<file path="config.mk">
export PLATFORM = sky130hd
export DESIGN_NAME = spiral_index_to_coordinate
export DESIGN_NICKNAME = d
export VERILOG_FILES = /design/src/sv/spidx_pkg.sv /design/src/sv/spiral_index_to_coordinate.sv
export VERILOG_INCLUDE_DIRS = /design/src /design/src/sv
export SDC_FILE = /design/constraint.sdc
export NUM_CORES = 1
export LEC_CHECK = 0
export BUFFER_PORTS_ARGS = -buffer_cell sky130_fd_sc_hd__buf_2
export CAP_MARGIN = 40
export CORE_AREA = 2 2 318 225
export CTS_CLUSTER_DIAMETER = 50
export DETAILED_ROUTE_END_ITERATION = 6
export DIE_AREA = 0 0 320 227
export PLACE_DENSITY_LB_ADDON = 0.25
export SYNTH_ARGS = -nofsm -noshare
export SYNTH_HDL_FRONTEND = slang
export SYNTH_SLANG_ARGS = --single-unit
</file>
<file path="constraint.sdc">
create_clock -name i_clk -period 36.4 [get_ports i_clk]
set_input_delay 3.64 -clock i_clk [delete_from_list [all_inputs] [get_ports i_clk]]
set_output_delay 3.64 -clock i_clk [all_outputs]
set_load 0.02 [all_outputs]
</file>
<file path="src/sv/spiral_index_to_coordinate_defines.svh">
// Assertion macros shared by the spiral index to coordinate RTL.
// Standalone header; the asserting module takes it in with an include.
`ifndef SPIRAL_INDEX_TO_COORDINATE_DEFINES_SVH
`define SPIRAL_INDEX_TO_COORDINATE_DEFINES_SVH

// Same-cycle implication, disabled while reset is asserted.
`define SPX_ASSERT_IMP(lbl, clk, rst_n, ante, cons, msg) \
    lbl: assert property (@(posedge clk) disable iff (!rst_n) (ante) |-> (cons)) \
        else $error(msg);

// Next-cycle implication, disabled while reset is asserted.
`define SPX_ASSERT_NXT(lbl, clk, rst_n, ante, cons, msg) \
    lbl: assert property (@(posedge clk) disable iff (!rst_n) (ante) |=> (cons)) \
        else $error(msg);

`endif

</file>
<file path="src/sv/spidx_pkg.sv">
// Package for the spiral index to coordinate block: field widths,
// register map constants and the pipeline stage record. No dependencies.
package spidx_pkg;

    localparam int IDX_W   = 16;          // cell index width
    localparam int COORD_W = 8;           // row and column width
    localparam int RING_W  = 7;           // ring count, at most 127 for a 16-bit index
    localparam int N_W     = RING_W + 2;  // grid side width, also holds twice the ring count
    localparam int SQ_W    = 2 * N_W;     // width of the side squared

    localparam int APB_DW  = 32;
    localparam int PADDR_W = 3;

    // Register indexes, taken from the word address bit of paddr.
    localparam logic REG_GRID_SIZE = 1'b0;

    localparam logic [N_W-1:0] GRID_SIZE_RST = N_W'(1);

    // Record carried through the ring search stages.
    typedef struct packed {
        logic [IDX_W-1:0]  idx;
        logic [N_W-1:0]    n;
        logic [RING_W-1:0] k;
        logic [IDX_W-1:0]  fk;
        logic              err;
    } t_srch;

    // Record after the ring search: offset within the ring and ring side.
    typedef struct packed {
        logic [IDX_W-1:0]  rem;
        logic [N_W-1:0]    m;
        logic [RING_W-1:0] k;
        logic              err;
    } t_edge;

endpackage

</file>
<file path="src/sv/spiral_index_to_coordinate.sv">
// Top level of the spiral index to coordinate block: register port and pipeline.
// Depends on spidx_pkg and spiral_index_to_coordinate_defines.svh.
//
//  Channel   | Direction | Handshake            | Payload
//  ----------+-----------+----------------------+------------------------------------
//  input     | in        | i_valid / o_stall    | i_cell_index
//  result    | out       | o_valid / i_stall    | o_row, o_col, o_index_error
//  register  | in        | psel/penable/pwrite  | paddr, pwdata, prdata (pready high)
//
// One transaction enters per cycle unless the result channel stalls.
// The pipeline depth is set by the ring search: one stage per bit of the ring number.
// Reset clears the valid bits and sets grid_size to one; there is no clearing pass.
// A stall on the result channel freezes the whole pipeline, so nothing is lost or repeated,
// and o_stall rises in the same cycle that a held result is stalled.
//
// How it works. Removing k whole rings of a grid of side n takes away 4k(n-k) cells.
// That count grows with k while 2k <= n, so the ring that holds an index is the largest
// k with 2k <= n and 4k(n-k) <= index. The search finds k one bit per stage, from the
// top bit down, with one small multiplier per stage. The next stage forms the offset
// within that ring and the ring side n-2k, and the last stage picks the top, right,
// bottom or left edge. A ring side of one is the center cell of an odd grid.
module spiral_index_to_coordinate #(
    parameter int MAX_SIZE = 256
) (
    input  logic                                i_clk,
    input  logic                                i_rst_n,

    input  logic                                i_valid,
    output logic                                o_stall,
    input  logic [spidx_pkg::IDX_W-1:0]         i_cell_index,

    output logic                                o_valid,
    input  logic                                i_stall,
    output logic [spidx_pkg::COORD_W-1:0]       o_row,
    output logic [spidx_pkg::COORD_W-1:0]       o_col,
    output logic                                o_index_error,

    input  logic                                psel,
    input  logic                                penable,
    input  logic                                pwrite,
    input  logic [spidx_pkg::PADDR_W-1:0]       paddr,
    input  logic [spidx_pkg::APB_DW-1:0]        pwdata,
    output logic [spidx_pkg::APB_DW-1:0]        prdata,
    output logic                                pready
);

    `include "spiral_index_to_coordinate_defines.svh"

    localparam int IDX_W   = spidx_pkg::IDX_W;
    localparam int COORD_W = spidx_pkg::COORD_W;
    localparam int RING_W  = spidx_pkg::RING_W;
    localparam int N_W     = spidx_pkg::N_W;
    localparam int SQ_W    = spidx_pkg::SQ_W;
    localparam int APB_DW  = spidx_pkg::APB_DW;
    localparam int PW      = RING_W + N_W;      // product width of one search step
    localparam int FW      = PW + 2;            // four times that product
    localparam int CW      = IDX_W + 1;         // compare width for the edge tests
    localparam int EDGE_ST = RING_W + 1;        // stage index of the edge record

    // The side is clamped to MAX_SIZE; a register value cannot exceed its 9 bits anyway.
    localparam int            NMAX    = (MAX_SIZE < (1 << N_W) - 1) ? MAX_SIZE : (1 << N_W) - 1;
    localparam logic [N_W-1:0] N_CLAMP = N_W'(NMAX);

    // ------------------------------------------------------------------
    // Register port. The write lands at the access cycle of a transaction.
    // ------------------------------------------------------------------
    logic [N_W-1:0] r_grid_size;
    logic           w_cfg_wr;

    assign pready   = 1'b1;
    assign w_cfg_wr = psel && penable && pwrite && (paddr[2] == spidx_pkg::REG_GRID_SIZE);
    assign prdata   = (paddr[2] == spidx_pkg::REG_GRID_SIZE) ? APB_DW'(r_grid_size) : '0;

    always_ff @(posedge i_clk) begin
        if (!i_rst_n) begin
            r_grid_size <= spidx_pkg::GRID_SIZE_RST;
        end else if (w_cfg_wr) begin
            r_grid_size <= pwdata[N_W-1:0];
        end
    end

    // ------------------------------------------------------------------
    // Pipeline control. All stages move together whenever the output
    // register is empty or its result is being taken.
    // ------------------------------------------------------------------
    logic w_adv;
    logic r_vld [0:EDGE_ST];
    logic r_out_vld;

    assign w_adv   = !r_out_vld || !i_stall;
    assign o_stall = !w_adv;
    assign o_valid = r_out_vld;

    // ------------------------------------------------------------------
    // Stage 0: clamp the side and flag an index at or beyond n squared.
    // Stages 1..RING_W: decide one bit of the ring number each.
    // ------------------------------------------------------------------
    spidx_pkg::t_srch r_s [0:RING_W];
    spidx_pkg::t_srch n_s [0:RING_W];

    logic [N_W-1:0]  w_n;
    logic [SQ_W-1:0] w_nsq;

    assign w_n   = (r_grid_size > N_CLAMP) ? N_CLAMP : r_grid_size;
    assign w_nsq = SQ_W'(w_n) * SQ_W'(w_n);

    // Tries to set bit b of the ring number: the ring must still fit in the
    // grid, and the cells of all rings outside it must not exceed the index.
    function automatic spidx_pkg::t_srch srch_step(input spidx_pkg::t_srch p,
                                                   input int unsigned b);
        spidx_pkg::t_srch  q;
        logic [RING_W-1:0] cand;
        logic [N_W-1:0]    diff;
        logic [PW-1:0]     prod;
        logic [FW-1:0]     cells;
        logic              fits;
        q          = p;
        cand       = p.k;
        cand[b]    = 1'b1;
        fits       = ({1'b0, cand, 1'b0} <= p.n);
        diff       = p.n - N_W'(cand);
        prod       = PW'(cand) * PW'(diff);
        cells      = {prod, 2'b00};
        if (fits && (cells <= FW'(p.idx))) begin
            q.k  = cand;
            q.fk = cells[IDX_W-1:0];
        end
        return q;
    endfunction

    always_comb begin
        n_s[0].idx = i_cell_index;
        n_s[0].n   = w_n;
        n_s[0].k   = '0;
        n_s[0].fk  = '0;
        n_s[0].err = (SQ_W'(i_cell_index) >= w_nsq);
        for (int s = 1; s <= RING_W; s++) begin
            n_s[s] = srch_step(r_s[s-1], RING_W - s);
        end
    end

    // ------------------------------------------------------------------
    // Edge stage input: offset within the found ring and that ring's side.
    // ------------------------------------------------------------------
    spidx_pkg::t_edge r_e;
    spidx_pkg::t_edge n_e;

    always_comb begin
        n_e.rem = r_s[RING_W].idx - r_s[RING_W].fk;
        n_e.m   = r_s[RING_W].n - {1'b0, r_s[RING_W].k, 1'b0};
        n_e.k   = r_s[RING_W].k;
        n_e.err = r_s[RING_W].err;
    end

    // ------------------------------------------------------------------
    // Output stage: place the offset on one edge of the ring. Coordinates
    // wrap at 8 bits, so the sums are formed at that width.
    // ------------------------------------------------------------------
    logic [COORD_W-1:0] r_out_row;
    logic [COORD_W-1:0] r_out_col;
    logic               r_out_err;
    logic [COORD_W-1:0] n_out_row;
    logic [COORD_W-1:0] n_out_col;

    always_comb begin
        logic [CW-1:0]      rem_c;
        logic [CW-1:0]      m_c;
        logic [COORD_W-1:0] rem8;
        logic [COORD_W-1:0] m8;
        logic [COORD_W-1:0] k8;
        rem_c = CW'(r_e.rem);
        m_c   = CW'(r_e.m);
        rem8  = r_e.rem[COORD_W-1:0];
        m8    = r_e.m[COORD_W-1:0];
        k8    = COORD_W'(r_e.k);
        if (r_e.err) begin
            n_out_row = '0;
            n_out_col = '0;
        end else if (r_e.m <= N_W'(1)) begin
            // Center cell of an odd grid.
            n_out_row = k8;
            n_out_col = k8;
        end else if (rem_c < m_c) begin
            // Top edge, left to right.
            n_out_row = k8;
            n_out_col = rem8 + k8;
        end else if (rem_c < {m_c[CW-2:0], 1'b0} - CW'(1)) begin
            // Right edge, top to bottom.
            n_out_row = rem8 - m8 + COORD_W'(1) + k8;
            n_out_col = m8 - COORD_W'(1) + k8;
        end else if (rem_c < {m_c[CW-2:0], 1'b0} + m_c - CW'(2)) begin
            // Bottom edge, right to left.
            n_out_row = m8 - COORD_W'(1) + k8;
            n_out_col = {m8[COORD_W-2:0], 1'b0} + m8 - COORD_W'(3) - rem8 + k8;
        end else begin
            // Left edge, bottom to top.
            n_out_row = {m8[COORD_W-3:0], 2'b00} - COORD_W'(4) - rem8 + k8;
            n_out_col = k8;
        end
    end

    // Valid bits travel with the data and are the only pipeline state that reset clears.
    always_ff @(posedge i_clk) begin
        if (!i_rst_n) begin
            for (int s = 0; s <= EDGE_ST; s++) begin
                r_vld[s] <= 1'b0;
            end
            r_out_vld <= 1'b0;
        end else if (w_adv) begin
            r_vld[0] <= i_valid;
            for (int s = 1; s <= EDGE_ST; s++) begin
                r_vld[s] <= r_vld[s-1];
            end
            r_out_vld <= r_vld[EDGE_ST];
        end
    end

    always_ff @(posedge i_clk) begin
        if (w_adv) begin
            for (int s = 0; s <= RING_W; s++) begin
                r_s[s] <= n_s[s];
            end
            r_e       <= n_e;
            r_out_row <= n_out_row;
            r_out_col <= n_out_col;
            r_out_err <= r_e.err;
        end
    end

    assign o_row         = r_out_row;
    assign o_col         = r_out_col;
    assign o_index_error = r_out_err;

    // ------------------------------------------------------------------
    // Assertions
    // ------------------------------------------------------------------
    `SPX_ASSERT_IMP(a_err_zero_coord, i_clk, i_rst_n, r_out_vld && r_out_err,
        (r_out_row == '0) && (r_out_col == '0), "out-of-range result has a nonzero coordinate")
    `SPX_ASSERT_IMP(a_ring_inside, i_clk, i_rst_n, r_vld[RING_W] && !r_s[RING_W].err,
        ({1'b0, r_s[RING_W].k, 1'b0} < r_s[RING_W].n) && (r_s[RING_W].fk <= r_s[RING_W].idx),
        "ring search ended outside the grid or past the index")
    `SPX_ASSERT_NXT(a_search_hold, i_clk, i_rst_n, !w_adv,
        (r_s[RING_W] == $past(r_s[RING_W])) && (r_e == $past(r_e)),
        "pipeline record moved while the output was stalled")
    `SPX_ASSERT_NXT(a_valid_move, i_clk, i_rst_n, w_adv,
        r_out_vld == $past(r_vld[EDGE_ST]), "valid bit lost or invented at the output stage")

endmodule
</file>
==> results.md <==
Outcome:
- The flow ran to the end, and the final reports show no timing, DRC or antenna violations.

Clocking:
- The hold-fix buffer count after cts is 0.
- The post-CTS setup repair buffer count is 0.
- CTS placed an instance of clkbuf_16 at the clock tree root.
- The CTS tree is built.
- The insertion delay to the later sink of the worst-skew pair is 0.58 ns.
- The number of levels in the clock H-tree is 2.
- Counting every sink on the clock net gives 382.
- Clock-pin slew was measured on the worst setup and hold paths at 0.06 ns.
- Buffers inserted during clock tree synthesis total 42.
- Once the clock tree was built, the resizer swapped 0 gates to a different size.
- Counting along the longest clock path gives a buffer depth of 3.

Logic synthesis:
- The leading area contributor after synthesis is edfxtp_1.
- The distinct cell type count of the synthesized netlist is 82.
- Counting every instance in the synthesized netlist gives 2805.
- The synthesized design contains 372 enable-type register cells.
- The Yosys warning count is 0.
- The async set-reset flop share out of synthesis is 0%.
- After synthesis the cells add up to 31100 um2.
- The post-synthesis sequential element count is 382.
- The share of synthesized area occupied by flip-flops and latches is 36.6%.
- The mean cell area of the mapped netlist is 11.1 um2.
- The leading register cell type out of synthesis is edfxtp_1.
- Sorting the synthesized cells by area gives the leading types as edfxtp_1, ha_1, fa_1.
- The portion of synthesized cell area occupied by the leading cell type is 36.0%.

Timing:
- In the post-route analysis, the smallest setup slack over all paths is 27.50 ns.
- The number of max-slew violations in the final report is 0.
- Setup repair after global routing left no endpoint under its margin.
- The clock skew is 0.0151 ns.
- Headroom to the max-slew limit came out at 35.3%.
- The final count of negative-setup-slack endpoints is 0.
- The count of endpoints failing hold in the final timing report came to 0.
- The portion of the clock cycle consumed by the worst path in the final layout is 24.4%.
- The aggregate negative setup slack is 0 ns.
- Static timing analysis puts the maximum clock frequency at 112 MHz.
- For the finished layout, the period the worst path requires is 8.90 ns.
- The actual slew at the worst max-slew pin is 0.971 ns.

Setup path:
- The worst-path maximum fanout is 14.
- The data arrival time of the critical path is 9.23 ns.
- The critical path's slowest cell is edfxtp_1.
- The critical path startpoint category is a register.
- The most prevalent standard cell on the critical path is inv_1.
- By startpoint and endpoint, the worst setup path is classified as register to register.
- The launch instance of the worst register-to-register path is r_s[1][116].
- The required time at the endpoint of the critical path is 36.74 ns.
- The stage delay of the slowest cell on the critical path is 0.61 ns.
- The endpoint kind of the worst setup timing path is a register.
- In this run the worst setup path begins at r_s[1][116].

Die:
- The effective utilization at floorplan is 44.7%.
- The count of standard-cell rows is 81.
- For this design the top-level I/O count stands at 110.
- The die span in x is 320 um.
- The area of the die is 72600 um2.
- The die is 227 um tall.
- The standard cell core area is 69500 um2.

Detailed routing:
- After detailed routing, the average wire length per cell comes to 18.0 um.
- The remaining design rule violation count is 0.
- The routed layout has 20106 vias.
- The detailed-route wire length is 69000 um.
- The first detailed-routing pass took 5 iterations.
- The number of violations reported at the end of detailed-routing iteration 0 is 1341.
- The number of vias per cell is 5.23.
- In this run the remaining antenna-violating nets after routing total 0.

Cells and area:
- Relative to the synthesized area, the layout overhead comes to 8.83%.
- Cells with a size suffix above 1 make up 7.45% of the layout.
- The net count of the finished layout is 3620.
- Leaving out fill and tap cells, the most frequent cells in the layout are inv_1, ha_1, edfxtp_1, fa_1, nand2_1.
- The number of inserted filler cells in the final layout is 6273.
- The number of antenna diodes in the final layout is 0.
- The library cell used most frequently in the layout, excluding fill and tap cells, is inv_1.

Run:
- The tool flagged a number of max-cap violations equal to 0.

Global route:
- The total overflow reported by the global router is 0.
- Entering global routing, the biggest net connects 161 pins.
- For this run, the total global-route usage over all layers was measured as 19.6%.
- The initial antenna violation count is 0.
- The wire length of the first global-routing pass is 113000 um.
- The via count of the first global-routing pass was 20815.

Worst hold path:
- The path category of the worst min-delay check is register to register.
- The worst hold path begins at r_s[0][98].

Placement:
- OpenSTA, run right after detailed placement, puts the worst setup slack at 27.60 ns.
- The global placement routability congestion is 0.902.
- After legalization and detailed placement, the total HPWL measured 54600 um.
- The count of input and output buffers is 60.

Power:
- IR analysis of the VDD net gives a maximum drop of 75.9 uV.
- For this design the static power due to leakage is 16.1 nW.
- For this design the ratio of total power to cell area is 98.6 nW/um2.
==> critical path: cells and delay by family, from the launching register on <==
family,cells,cell delay (ns)
flops,1,0.61
compound gates,11,2.38
mux,1,0.36
fa+ha+maj,7,3.02
buf+inv,6,0.68
xor+xnor,2,0.42
simple gates,5,1.12
==> path summary, 6_finish.rpt <==
| check | endpoint | depth (start not counted) | slack (ns) |
|---|---|---|---|
| setup / recovery | r_s[1][152] | 32 | 27.50 |
| hold / removal | r_s[0][147] | 0 | 0.42 |
| setup reg to reg | r_s[1][152] | 32 | 27.50 |
| hold reg to reg | r_s[0][147] | 0 | 0.42 |
==> registers in the layout, summed over array words and instances, names as in the netlist <==
name,cells
o_index_error,1
r_s,313
r_grid_size,9
o_valid,1
o_col,8
o_row,8
r_vld,9
r_e,33
==> report_power, final <==
part           total (mW)  internal [mW]  leakage [nW]  switching, mW
Clock               0.427          0.240         0.652          0.187
Combinational        2.23          0.986          11.2           1.24
Sequential          0.679          0.605          4.27         0.0733
Total                3.33           1.83          16.1           1.50
==> cell usage after synthesis (all sizes together), types with 9 or more instances <==
cell    number
inv        505
ha         484
edfxtp     372
fa         184
nand2      170
a21oi      129
nor2       114
xnor2      114
and2        95
mux2        66
o21ai       64
a21o        53
nor2b       40
xor2        37
buf         32
nand3       29
clkbuf      26
nor3        25
o21bai      24
a211oi      20
nand4       17
and3        14
nand2b      14
o21a        13
a21boi      12
nor4        12
a221oi      10
dfxtp       10
or3          9
==> layer usage <==
metal | vias up | part of all wire (%) | GRT usage [%] | routed length [um]
li1 | 9724 | - | - | -
met5 | - | 0 | 0 | 0
met2 | 426 | 43 | 29.9 | 29900
met1 | 9849 | 50 | 29.3 | 34400
met3 | 107 | 4.6 | 2.87 | 3180
met4 | 0 | 2.2 | 5.00 | 1540
==> cell type report <==
type	count	area, um2	share of cell area (%)
inverter	505	1900	5.61
clock inverter	21	259	0.766
sequential	382	11400	33.6
tap	913	1140	3.38
clock buffer	57	1110	3.28
multi-input combinational	1892	17600	52.0
timing repair buffer	71	443	1.31
==> cells by family (layout without fill, tap and decap cells) <==
kind of cell / after synthesis / count (layout) / synth area share, %
flip-flops: 382 / 382 / 36.6
multiplexers: 73 / 73 / 2.74
XOR/XNOR: 151 / 151 / 4.26
adder cells (fa/ha/maj): 668 / 668 / 31.4
buffers and inverters: 563 / 654 / 7.19
AND/OR/NAND/NOR: 569 / 569 / 9.28
AO/OA/AOI/OAI: 397 / 397 / 8.55
other: 2 / 34 / 0.0242
==> metrics by stage <==
step | cells | cell area, um2 | hold slack [ns] | total power [mW] | util [%]
final | 3841 | 33800 | 0.417 | 3.33 | 48.6
after detailed placement | 3763 | 32400 | 0.405 | 2.89 | 46.7
after floorplan | 2837 | 31200 | 0.400 | 2.32 | -
after global routing | 3841 | 33800 | 0.421 | 3.67 | 48.6
after CTS | 3841 | 33800 | 0.420 | 3.35 | 48.6
after global placement | 3758 | 32400 | 0.400 | 2.81 | 46.5
Note: power is estimated with default switching activity, not from simulation.
